$ cat src/design/rlid_pkg.sv
`default_nettype none
package rlid_pkg;

  localparam int MAX_DIM   = 4096;
  localparam int DIM_W     = $clog2(MAX_DIM + 1);
  localparam int CAP_W     = 2 * DIM_W + 2;
  localparam int DIV_STEPS = 8;
  localparam int DIV_CNT_W = $clog2(DIV_STEPS);
  localparam int HDR_BYTES = 8;

  localparam logic [1:0] KIND_HEADER = 2'd0;
  localparam logic [1:0] KIND_RUN    = 2'd1;
  localparam logic [1:0] KIND_ERROR  = 2'd2;

  localparam logic [1:0] ERR_NONE     = 2'd0;
  localparam logic [1:0] ERR_DIM      = 2'd1;
  localparam logic [1:0] ERR_OVERFLOW = 2'd2;

  localparam logic [2:0] MODE_RGB  = 3'd3;
  localparam logic [2:0] MODE_GREY = 3'd4;
  localparam logic [1:0] LANE_ALL  = 2'd3;

  localparam logic [0:0] REG_LEVELS = 1'b0;
  localparam logic [0:0] REG_MODE   = 1'b1;

  localparam logic [1:0] PHASE_VALUE = 2'd0;
  localparam logic [1:0] PHASE_HIGH  = 2'd1;
  localparam logic [1:0] PHASE_LOW   = 2'd2;

  typedef struct packed {
    logic [7:0] data_byte;
    logic       frame_start;
  } in_item_t;

  typedef struct packed {
    logic [1:0]  result_kind;
    logic [12:0] image_width;
    logic [12:0] image_height;
    logic [7:0]  sample_value;
    logic [15:0] run_length;
    logic [25:0] start_index;
    logic [1:0]  start_lane;
    logic [1:0]  error_code;
  } out_item_t;

  typedef enum logic [2:0] {
    ST_BYTE,
    ST_CAP,
    ST_CAP3,
    ST_DIV,
    ST_LOAD
  } ctrl_state_t;

  typedef struct packed {
    logic take;
    logic cap_mul;
    logic cap_tri;
    logic div_step;
    logic load;
  } dp_cmd_t;

  typedef struct packed {
    logic hdr_ok;
    logic run_ok;
    logic err;
    logic out_free;
  } dp_sts_t;

  function automatic logic [1:0] mod3_16(input logic [15:0] v);
    logic [4:0] s;
    logic [2:0] t;
    s = '0;
    for (int i = 0; i < 8; i++) begin
      s = s + 5'(v[2*i +: 2]);
    end
    t = 3'(s[1:0]) + 3'(s[3:2]) + 3'(s[4]);
    if (t >= 3'd6) begin
      t = t - 3'd6;
    end else if (t >= 3'd3) begin
      t = t - 3'd3;
    end
    return t[1:0];
  endfunction

endpackage
`default_nettype wire

$ cat src/design/rlid_ctrl.sv
`default_nettype none
module rlid_ctrl (
  input  wire                clk,
  input  wire                rst_n,
  input  wire                in_valid,
  output logic               in_stall,
  input  rlid_pkg::dp_sts_t  sts,
  output rlid_pkg::dp_cmd_t  cmd
);
  import rlid_pkg::*;

  ctrl_state_t          state_r, state_nxt;
  logic [DIV_CNT_W-1:0] cnt_r, cnt_nxt;
  logic                 take;

  assign take = in_valid && (state_r == ST_BYTE);

  always_ff @(posedge clk) begin
    if (!rst_n) begin
      state_r <= ST_BYTE;
      cnt_r   <= '0;
    end else begin
      state_r <= state_nxt;
      cnt_r   <= cnt_nxt;
    end
  end

  always_comb begin
    state_nxt = state_r;
    cnt_nxt   = cnt_r;
    case (state_r)
      ST_BYTE: begin
        if (take && sts.hdr_ok) begin
          state_nxt = ST_CAP;
        end else if (take && sts.run_ok) begin
          state_nxt = ST_DIV;
          cnt_nxt   = DIV_CNT_W'(DIV_STEPS - 1);
        end else if (take && sts.err) begin
          state_nxt = ST_LOAD;
        end
      end
      ST_CAP:  state_nxt = ST_CAP3;
      ST_CAP3: state_nxt = ST_LOAD;
      ST_DIV: begin
        cnt_nxt = cnt_r - 1'b1;
        if (cnt_r == '0) begin
          state_nxt = ST_LOAD;
        end
      end
      ST_LOAD: begin
        if (sts.out_free) begin
          state_nxt = ST_BYTE;
        end
      end
      default: state_nxt = ST_BYTE;
    endcase
  end

  always_comb begin
    cmd      = '0;
    in_stall = 1'b1;
    case (state_r)
      ST_BYTE: begin
        in_stall = 1'b0;
        cmd.take = in_valid;
      end
      ST_CAP:  cmd.cap_mul  = 1'b1;
      ST_CAP3: cmd.cap_tri  = 1'b1;
      ST_DIV:  cmd.div_step = 1'b1;
      ST_LOAD: cmd.load     = sts.out_free;
      default: in_stall = 1'b1;
    endcase
  end

`ifndef SYNTH
  a_div_exit: assert property (@(posedge clk) disable iff (!rst_n)
    (state_r == ST_DIV && cnt_r == '0) |=> (state_r == ST_LOAD))
    else $error("divider did not hand over to load");
  a_run_len: assert property (@(posedge clk) disable iff (!rst_n)
    (take && sts.run_ok) |=> ##8 (state_r == ST_LOAD))
    else $error("run record not ready after divide");
  a_busy_stall: assert property (@(posedge clk) disable iff (!rst_n)
    (state_r != ST_BYTE) |-> in_stall)
    else $error("input taken while busy");
`endif

endmodule
`default_nettype wire

$ cat src/design/rlid_dp.sv
`default_nettype none
module rlid_dp (
  input  wire                  clk,
  input  wire                  rst_n,
  input  rlid_pkg::in_item_t   in_data,
  input  wire                  cfg_we,
  input  wire  [0:0]           cfg_index,
  input  wire  [8:0]           cfg_wdata,
  input  rlid_pkg::dp_cmd_t    cmd,
  output rlid_pkg::dp_sts_t    sts,
  output logic                 out_valid,
  input  wire                  out_stall,
  output rlid_pkg::out_item_t  out_data
);
  import rlid_pkg::*;

  logic [8:0]       levels_r;
  logic [2:0]       mode_r;

  logic [3:0]       hcnt_r, hcnt_nxt;
  logic [63:0]      shift_r, shift_nxt;
  logic [1:0]       phase_r, phase_nxt;
  logic [7:0]       held_val_r, held_val_nxt;
  logic [7:0]       held_hi_r, held_hi_nxt;
  logic [CAP_W-1:0] pos_r, pos_nxt;
  logic [CAP_W-1:0] cap_r;
  logic [1:0]       lane_r, lane_nxt;
  logic             stopped_r, stopped_nxt;
  logic [2:0]       fmode_r;

  logic [1:0]       pend_kind_r, pend_kind_nxt;
  logic [1:0]       pend_err_r, pend_err_nxt;
  logic [15:0]      pend_cnt_r;
  logic [CAP_W-1:0] pend_idx_r;
  logic [1:0]       pend_lane_r, pend_lane_nxt;
  logic             sat_r;

  logic [8:0]       div_d_r;
  logic [8:0]       div_rem_r;
  logic [7:0]       div_num_r;

  logic             out_valid_r;
  out_item_t        out_r, out_nxt;

  logic             start;
  logic             stop_e;
  logic [3:0]       hcnt_e;
  logic [63:0]      shift_e;
  logic [1:0]       phase_e;
  logic [CAP_W-1:0] pos_e;
  logic [CAP_W-1:0] cap_e;
  logic [1:0]       lane_e;
  logic [31:0]      dim_w, dim_h;
  logic             w_ok, h_ok;
  logic [15:0]      count;
  logic [CAP_W:0]   run_end;
  logic [2:0]       lane_sum;
  logic [2:0]       mode_clamp;
  logic [8:0]       lv;
  logic             sat_nxt;
  logic [15:0]      numer;
  logic [9:0]       div_t;
  logic             div_ge;
  logic [9:0]       div_diff;

  assign start  = in_data.frame_start;
  assign stop_e = start ? 1'b0 : stopped_r;
  assign hcnt_e = start ? '0 : hcnt_r;
  assign shift_e = start ? '0 : shift_r;
  assign phase_e = start ? PHASE_VALUE : phase_r;
  assign pos_e  = start ? '0 : pos_r;
  assign cap_e  = start ? '0 : cap_r;
  assign lane_e = start ? '0 : lane_r;

  assign dim_w = shift_e[55:24];
  assign dim_h = {shift_e[23:0], in_data.data_byte};
  assign w_ok  = (dim_w != '0) && !dim_w[31] && (dim_w <= 32'(MAX_DIM));
  assign h_ok  = (dim_h != '0) && !dim_h[31] && (dim_h <= 32'(MAX_DIM));
  assign count = {held_hi_r, in_data.data_byte};
  assign run_end = {1'b0, pos_e} + (CAP_W+1)'(count);
  assign lane_sum = 3'(lane_e) + 3'(mod3_16(count));
  assign mode_clamp = (mode_r > MODE_GREY) ? MODE_GREY : mode_r;
  assign lv = (levels_r < 9'd2) ? 9'd2 : levels_r;
  assign sat_nxt = {1'b0, held_val_r} >= lv;
  assign numer = {held_val_r, 8'h00} - 16'(held_val_r);

  always_comb begin
    hcnt_nxt      = hcnt_e;
    shift_nxt     = shift_e;
    phase_nxt     = phase_e;
    held_val_nxt  = start ? '0 : held_val_r;
    held_hi_nxt   = start ? '0 : held_hi_r;
    pos_nxt       = pos_e;
    lane_nxt      = lane_e;
    stopped_nxt   = stop_e;
    pend_kind_nxt = KIND_RUN;
    pend_err_nxt  = ERR_NONE;
    pend_lane_nxt = LANE_ALL;
    sts.hdr_ok    = 1'b0;
    sts.run_ok    = 1'b0;
    sts.err       = 1'b0;
    sts.out_free  = !out_valid_r || !out_stall;
    if (!stop_e) begin
      if (hcnt_e < 4'(HDR_BYTES)) begin
        shift_nxt = {shift_e[55:0], in_data.data_byte};
        hcnt_nxt  = hcnt_e + 1'b1;
        if (hcnt_e == 4'(HDR_BYTES - 1)) begin
          if (w_ok && h_ok) begin
            sts.hdr_ok    = 1'b1;
            pend_kind_nxt = KIND_HEADER;
          end else begin
            sts.err       = 1'b1;
            stopped_nxt   = 1'b1;
            pend_kind_nxt = KIND_ERROR;
            pend_err_nxt  = ERR_DIM;
          end
        end
      end else begin
        case (phase_e)
          PHASE_VALUE: begin
            held_val_nxt = in_data.data_byte;
            phase_nxt    = PHASE_HIGH;
          end
          PHASE_HIGH: begin
            held_hi_nxt = in_data.data_byte;
            phase_nxt   = PHASE_LOW;
          end
          default: begin
            phase_nxt = PHASE_VALUE;
            if (count != '0) begin
              if (run_end > {1'b0, cap_e}) begin
                sts.err       = 1'b1;
                stopped_nxt   = 1'b1;
                pend_kind_nxt = KIND_ERROR;
                pend_err_nxt  = ERR_OVERFLOW;
              end else begin
                sts.run_ok = 1'b1;
                pos_nxt    = run_end[CAP_W-1:0];
                lane_nxt   = (lane_sum >= 3'd3) ? 2'(lane_sum - 3'd3) : lane_sum[1:0];
                if (fmode_r == MODE_RGB) begin
                  pend_lane_nxt = lane_e;
                end else if (fmode_r == MODE_GREY) begin
                  pend_lane_nxt = LANE_ALL;
                end else begin
                  pend_lane_nxt = fmode_r[1:0];
                end
              end
            end
          end
        endcase
      end
    end
  end

  assign div_t    = {div_rem_r, div_num_r[7]};
  assign div_ge   = div_t >= {1'b0, div_d_r};
  assign div_diff = div_t - {1'b0, div_d_r};

  always_ff @(posedge clk) begin
    if (!rst_n) begin
      levels_r <= 9'd16;
      mode_r   <= MODE_GREY;
    end else if (cfg_we) begin
      case (cfg_index)
        REG_LEVELS: levels_r <= cfg_wdata;
        REG_MODE:   mode_r   <= cfg_wdata[2:0];
        default:    levels_r <= levels_r;
      endcase
    end
  end

  always_ff @(posedge clk) begin
    if (!rst_n) begin
      hcnt_r     <= '0;
      shift_r    <= '0;
      phase_r    <= PHASE_VALUE;
      held_val_r <= '0;
      held_hi_r  <= '0;
      pos_r      <= '0;
      cap_r      <= '0;
      lane_r     <= '0;
      stopped_r  <= 1'b1;
      fmode_r    <= MODE_GREY;
    end else if (cmd.take) begin
      hcnt_r     <= hcnt_nxt;
      shift_r    <= shift_nxt;
      phase_r    <= phase_nxt;
      held_val_r <= held_val_nxt;
      held_hi_r  <= held_hi_nxt;
      pos_r      <= pos_nxt;
      cap_r      <= cap_e;
      lane_r     <= lane_nxt;
      stopped_r  <= stopped_nxt;
      if (sts.hdr_ok) begin
        fmode_r <= mode_clamp;
      end
    end else if (cmd.cap_mul) begin
      cap_r <= CAP_W'(shift_r[32 +: DIM_W]) * CAP_W'(shift_r[0 +: DIM_W]);
    end else if (cmd.cap_tri) begin
      if (fmode_r == MODE_RGB) begin
        cap_r <= cap_r + {cap_r[CAP_W-2:0], 1'b0};
      end
    end
  end

  always_ff @(posedge clk) begin
    if (cmd.take) begin
      pend_kind_r <= pend_kind_nxt;
      pend_err_r  <= pend_err_nxt;
      pend_cnt_r  <= count;
      pend_idx_r  <= pos_e;
      pend_lane_r <= pend_lane_nxt;
      sat_r       <= sat_nxt;
      div_d_r     <= lv - 9'd1;
      div_rem_r   <= {1'b0, numer[15:8]};
      div_num_r   <= numer[7:0];
    end else if (cmd.div_step) begin
      div_rem_r <= div_ge ? div_diff[8:0] : div_t[8:0];
      div_num_r <= {div_num_r[6:0], div_ge};
    end
  end

  always_comb begin
    out_nxt = '0;
    out_nxt.result_kind = pend_kind_r;
    case (pend_kind_r)
      KIND_HEADER: begin
        out_nxt.image_width  = shift_r[44:32];
        out_nxt.image_height = shift_r[12:0];
      end
      KIND_RUN: begin
        out_nxt.sample_value = sat_r ? 8'hFF : div_num_r;
        out_nxt.run_length   = pend_cnt_r;
        out_nxt.start_index  = pend_idx_r[25:0];
        out_nxt.start_lane   = pend_lane_r;
      end
      default: out_nxt.error_code = pend_err_r;
    endcase
  end

  always_ff @(posedge clk) begin
    if (!rst_n) begin
      out_valid_r <= 1'b0;
    end else if (cmd.load) begin
      out_valid_r <= 1'b1;
    end else if (!out_stall) begin
      out_valid_r <= 1'b0;
    end
  end

  always_ff @(posedge clk) begin
    if (cmd.load) begin
      out_r <= out_nxt;
    end
  end

  assign out_valid = out_valid_r;
  assign out_data  = out_r;

`ifndef SYNTH
  a_load_free: assert property (@(posedge clk) disable iff (!rst_n)
    cmd.load |-> (!out_valid_r || !out_stall))
    else $error("result overwritten before transaction");
  a_pos_cap: assert property (@(posedge clk) disable iff (!rst_n)
    pos_r <= cap_r)
    else $error("element position past capacity");
  a_hdr_live: assert property (@(posedge clk) disable iff (!rst_n)
    (cmd.take && sts.hdr_ok) |=> !stopped_r)
    else $error("frame stopped after good header");
  a_one_event: assert property (@(posedge clk) disable iff (!rst_n)
    $onehot0({sts.hdr_ok, sts.run_ok, sts.err}))
    else $error("conflicting byte outcomes");
`endif

endmodule
`default_nettype wire

$ cat src/design/rle_level_image_decoder.sv
`default_nettype none
// Run-length image decoder with level expansion. One payload byte is taken per
// cycle while no result is being prepared; bytes that produce no result (header
// bytes before the last, the first two bytes of a triplet, zero-length runs,
// bytes while stopped) never stall. The last header byte stalls input through
// capacity multiply, rgb scaling and result load; the last byte of a non-empty
// run stalls it while the 8-step restoring divider scales the sample by
// 255/(levels-1) and the result is loaded; an error result goes straight to
// the result load. Each result waits in the output register until taken, and
// a further result is loaded only once the previous one has left. A byte with
// frame_start begins a new frame; after reset or an error, other bytes are
// dropped. levels is read when a run completes, channel_mode when the header
// completes. The user must write configuration only while idle; not enforced.
module rle_level_image_decoder (
  input  wire                  clk,
  input  wire                  rst_n,
  input  wire                  in_valid,
  output logic                 in_stall,
  input  rlid_pkg::in_item_t   in_data,
  output logic                 out_valid,
  input  wire                  out_stall,
  output rlid_pkg::out_item_t  out_data,
  input  wire                  cfg_we,
  input  wire  [0:0]           cfg_index,
  input  wire  [8:0]           cfg_wdata
);
  import rlid_pkg::*;

  dp_cmd_t cmd;
  dp_sts_t sts;

  rlid_ctrl u_ctrl (
    .clk      (clk),
    .rst_n    (rst_n),
    .in_valid (in_valid),
    .in_stall (in_stall),
    .sts      (sts),
    .cmd      (cmd)
  );

  rlid_dp u_dp (
    .clk       (clk),
    .rst_n     (rst_n),
    .in_data   (in_data),
    .cfg_we    (cfg_we),
    .cfg_index (cfg_index),
    .cfg_wdata (cfg_wdata),
    .cmd       (cmd),
    .sts       (sts),
    .out_valid (out_valid),
    .out_stall (out_stall),
    .out_data  (out_data)
  );

endmodule
`default_nettype wire
$ cat config.mk
export PLATFORM = sky130hd
export DESIGN_NAME = rle_level_image_decoder
export DESIGN_NICKNAME = d
export VERILOG_FILES = /design/src/design/rlid_pkg.sv /design/src/design/rlid_ctrl.sv /design/src/design/rlid_dp.sv /design/src/design/rle_level_image_decoder.sv
export SDC_FILE = /design/constraint.sdc
export NUM_CORES = 1
export LEC_CHECK = 0
export ABC_AREA = 1
export BUFFER_PORTS_ARGS = -buffer_cell sky130_fd_sc_hd__buf_2
export CAP_MARGIN = 40
export CORE_MARGIN = 3
export CORE_UTILIZATION = 40
export DETAILED_ROUTE_END_ITERATION = 6
export PLACE_DENSITY = 0.6
export SLEW_MARGIN = 20
export SYNTH_ARGS = -nofsm -noshare
export SYNTH_HDL_FRONTEND = slang
export SYNTH_SLANG_ARGS = --single-unit
$ cat constraint.sdc
create_clock -name clk -period 18.8 [get_ports clk]
set_clock_uncertainty 0.2 [all_clocks]
set_input_delay 1.88 -clock clk [delete_from_list [all_inputs] [get_ports clk]]
set_output_delay 1.88 -clock clk [all_outputs]
set_load 0.02 [all_outputs]
==> results by group <==
Run status
  – Status: finished, final reports clean

Route
  – First drt pass iteration count: 7
  – DRT iter0 DRCs: 1365
  – Routed vias/inst: 5.16
  – Antenna Nets Post-Route: 0
  – Wirelength per Cell: 16.5 um
  – Via count: 20900
  – Drt total wl: around 67000 um
  – DRC Markers: 0

Place
  – Pre-CTS setup slack: slightly below 10 ns
  – DP Wirelength: 48200 um
  – Placed cell area: 25600 sq um
  – IO buf count: around 110
  – Routability Congestion: 0.884

Setup path
  – Max Fanout on Critical Path: 7
  – R2r startpoint: u_dp.held_hi_r[1]
  – R2R cell count: 29
  – Critical Path Source Type: primary input
  – Setup slack, reg-to-reg: 12.05 ns
  – Worst path max stage delay: ~0.54 ns
  – Crit. End Element: flip-flop
  – Worst EP required: 19.01 ns
  – Arr. time, crit path: 8.54 ns
  – Slowest stage cell, crit path: fa_1
  – Critical Path Most Common Cell: fa_1
  – Reg-to-reg endpoint: u_dp.lane_r[1]
  – CP Class: primary input to flip-flop

Timing
  – Worst Tran Pin Value: ~0.9 ns
  – Peak Freq: 120 MHz
  – Final min period: 8.32 ns
  – Hold Vio Cnt, Final: 0
  – Max transition margin: 39.5%
  – Final Worst Setup Slack: 10.48 ns
  – RSZ-0062 raised after global routing: false
  – Setup TNS: 0 ns
  – Max Slew Vio Count: 0
  – Final Cycle Share: between 40 and 50%
  – Final setup viols: 0

Global route
  – Largest net degree at the start of global routing: about 160
  – Initial antenna violation count: 0
  – First-pass GRT wire length: ~110000 um
  – Vias in the first global route: 20000
  – Total grt overflow: 0
  – Global Route Usage Sum: 20.8%

Synthesis
  – Area leader, netlist: edfxtp_1
  – Adder-cell share of the synthesized area: 20.1%
  – Commonest register cell after synthesis: dfxtp_1
  – Simple-gate share of the synthesized area: 19.1%
  – Post-synthesis compound-gate area fraction: 15.1%
  – Count leader, synth: nand2_1
  – Warnings from Yosys: 0
  – Commonest cells in the netlist: nand2_1 (643), inv_1 (586), a21oi_1 (299)
  – Flops & latches, synth: 316
  – Synth Instances: 3214
  – Multiplexer area fraction after synthesis: 0.0409%
  – Mapped Area: approximately 24000 sq um
  – Syn Nets: 3548
  – Ranking of synthesized cells by area: edfxtp_1 (19%), dfxtp_1 (13%), fa_1 (11%)
  – Synthesized area per cell: 7.61 sq um
  – Yosys top cell area share: a little under a fifth
  – Synth unique cells: 55
  – FFs w/ async S/R, synth: 0%
  – Post-synth EDFFs: 156
  – Synth Area in XOR/XNOR: 1.86%
  – Register area share after synthesis: 32.3%
  – Largest family of logic cells by synthesized area: adder cells

Die
  – Std-Cell Rows: 89
  – Top Ports: ~110
  – CORE AREA: 59700 sq um
  – Die area: about 64000 sq um
  – Die H: 253 um
  – Starting Density: about two fifths
  – Die width: 253 um

Power
  – Leakage: 13.2 nW
  – VDD IR max: 0.0606 mV
  – Total power: between 1.5 and 2 mW
  – Power Density: roughly 72 nW/um^2

Final layout
  – Share of layout cells above drive strength 1: under 10%
  – # nets final: 3577
  – Antenna diode count: 0
  – Design Area, Final: about 27000 sq um
  – Area added between synthesis and finish: 9.73%

Clocking
  – Hold_buf cts: 0
  – Postcts setup bufs: 0
  – Number of CTS-inserted buffers: 37
  – Clk buf depth: 3
  – Post-cts sizing count: 0
  – CTS tree: done
  – CTS clock-pin slew for the worst setup and hold paths: ~0.060 ns
  – Clock sink count: 316
  – Cell at the root of the clock tree: clkbuf_16
  – H-tree depth: 2
  – Clock latency on the worst-skew pair: 0.55 ns

Hold path
  – Worst Hold Path EP: u_dp.lane_r[0]
  – Worst hold start: u_dp.lane_r[0]
  – Hold path depth: 2
  – Hold Path Class: flip-flop to flip-flop

Flow run
  – MaxCap Viol Count: 0
critical path: cells and delay by family:
family / cells / cell delay, ns
adders and majority gates: 13 / 4.80
buffers and inverters: 8 / 0.55
and+or+nand+nor: 6 / 0.48
AOI/OAI and AO/OA: 3 / 0.48
xor gates and xnor gates: 1 / 0.16
muxes: 1 / 0.16
sequential cells by signal, indices dropped and copies added (netlist names), 2 cells and up:
signal / count
u_dp.div_d_r: 9
u_dp.shift_r: 56
u_dp.pos_r: 28
u_dp.hcnt_r: 4
u_dp.cap_r: 28
u_dp.mode_r: 3
u_dp.pend_kind_r: 2
u_dp.fmode_r: 3
u_ctrl.cnt_r: 3
u_dp.levels_r: 9
u_dp.div_rem_r: 9
u_dp.pend_cnt_r: 16
u_dp.pend_lane_r: 2
u_dp.held_hi_r: 8
u_dp.pend_err_r: 2
u_dp.out_data: 82
u_dp.lane_r: 2
u_dp.div_num_r: 8
u_dp.pend_idx_r: 26
u_dp.phase_r: 2
u_dp.held_val_r: 8
u_ctrl.state_r: 3
cells in the final DEF, fill, tap and decap left out, drive strengths merged, types with 7 or more instances in the layout:
cell      n
clkbuf   50
dfxtp   160
o211ai   39
a21oi   299
xnor2    13
a31oi    20
clkinv   10
xor2     39
edfxtp  156
ha      172
nand4    38
nand3   111
inv     597
o21ai   243
o21bai    7
nor3     27
fa      138
nor2    285
buf     130
o221ai   31
nand2   649
nor4      7
a21o      9
worst max-delay path by stage:
stage                          start        endpoint  slack (ns)
after global routing      in_data[3]  u_dp.lane_r[1]       10.08
after detailed placement  in_data[3]  u_dp.lane_r[1]        9.93
final                     in_data[1]  u_dp.lane_r[1]       10.48
after CTS                 in_data[3]  u_dp.lane_r[1]       10.49
after global placement    in_data[3]  u_dp.lane_r[1]        9.96
after floorplan           in_data[1]  u_dp.lane_r[1]       10.45
power by group:
part	leakage (nW)	internal (mW)	switching, mW
clock	0.569	0.418	0.299
sequential	2.77	0.754	0.0343
combinational	9.83	0.154	0.276
total	13.2	1.33	0.609
per-stage QoR:
stage | util (%) | hold slack, ns | cells
detailed placement | 42.8 | 0.255 | 3972
finish | 44.9 | 0.263 | 4044
global placement | 42.8 | 0.256 | 3971
floorplan | - | 0.242 | 3214
global route | 44.9 | 0.296 | 4044
CTS | 44.8 | 0.264 | 4039
cell type report:
class / instances / area [sq um]
well taps: 773 / 967
repair buffers: 130 / 782
clock buffers: 50 / 1000
fillers: 6051 / 32900
clock inverters: 17 / 176
flip-flops and latches: 316 / 7890
multi-input cells: 2162 / 13800
inverters: 596 / 2250
per-layer routing:
metal,vias up,part of all wire (%),track usage (%)
met5,-,0,0
met4,0,2.5,5.65
met3,79,4.9,2.49
met2,469,47,35.2
met1,9862,45,28.3
li1,10500,-,-
kinds of logic after synthesis:
kind of cell | count (synthesis)
and+or+nand+nor | 1129
AOI/OAI and AO/OA | 670
buffers and inverters | 736
DFF | 316
muxes | 1
adders and majority gates | 310
xor gates and xnor gates | 52
Power figures use the tool's default switching activity.
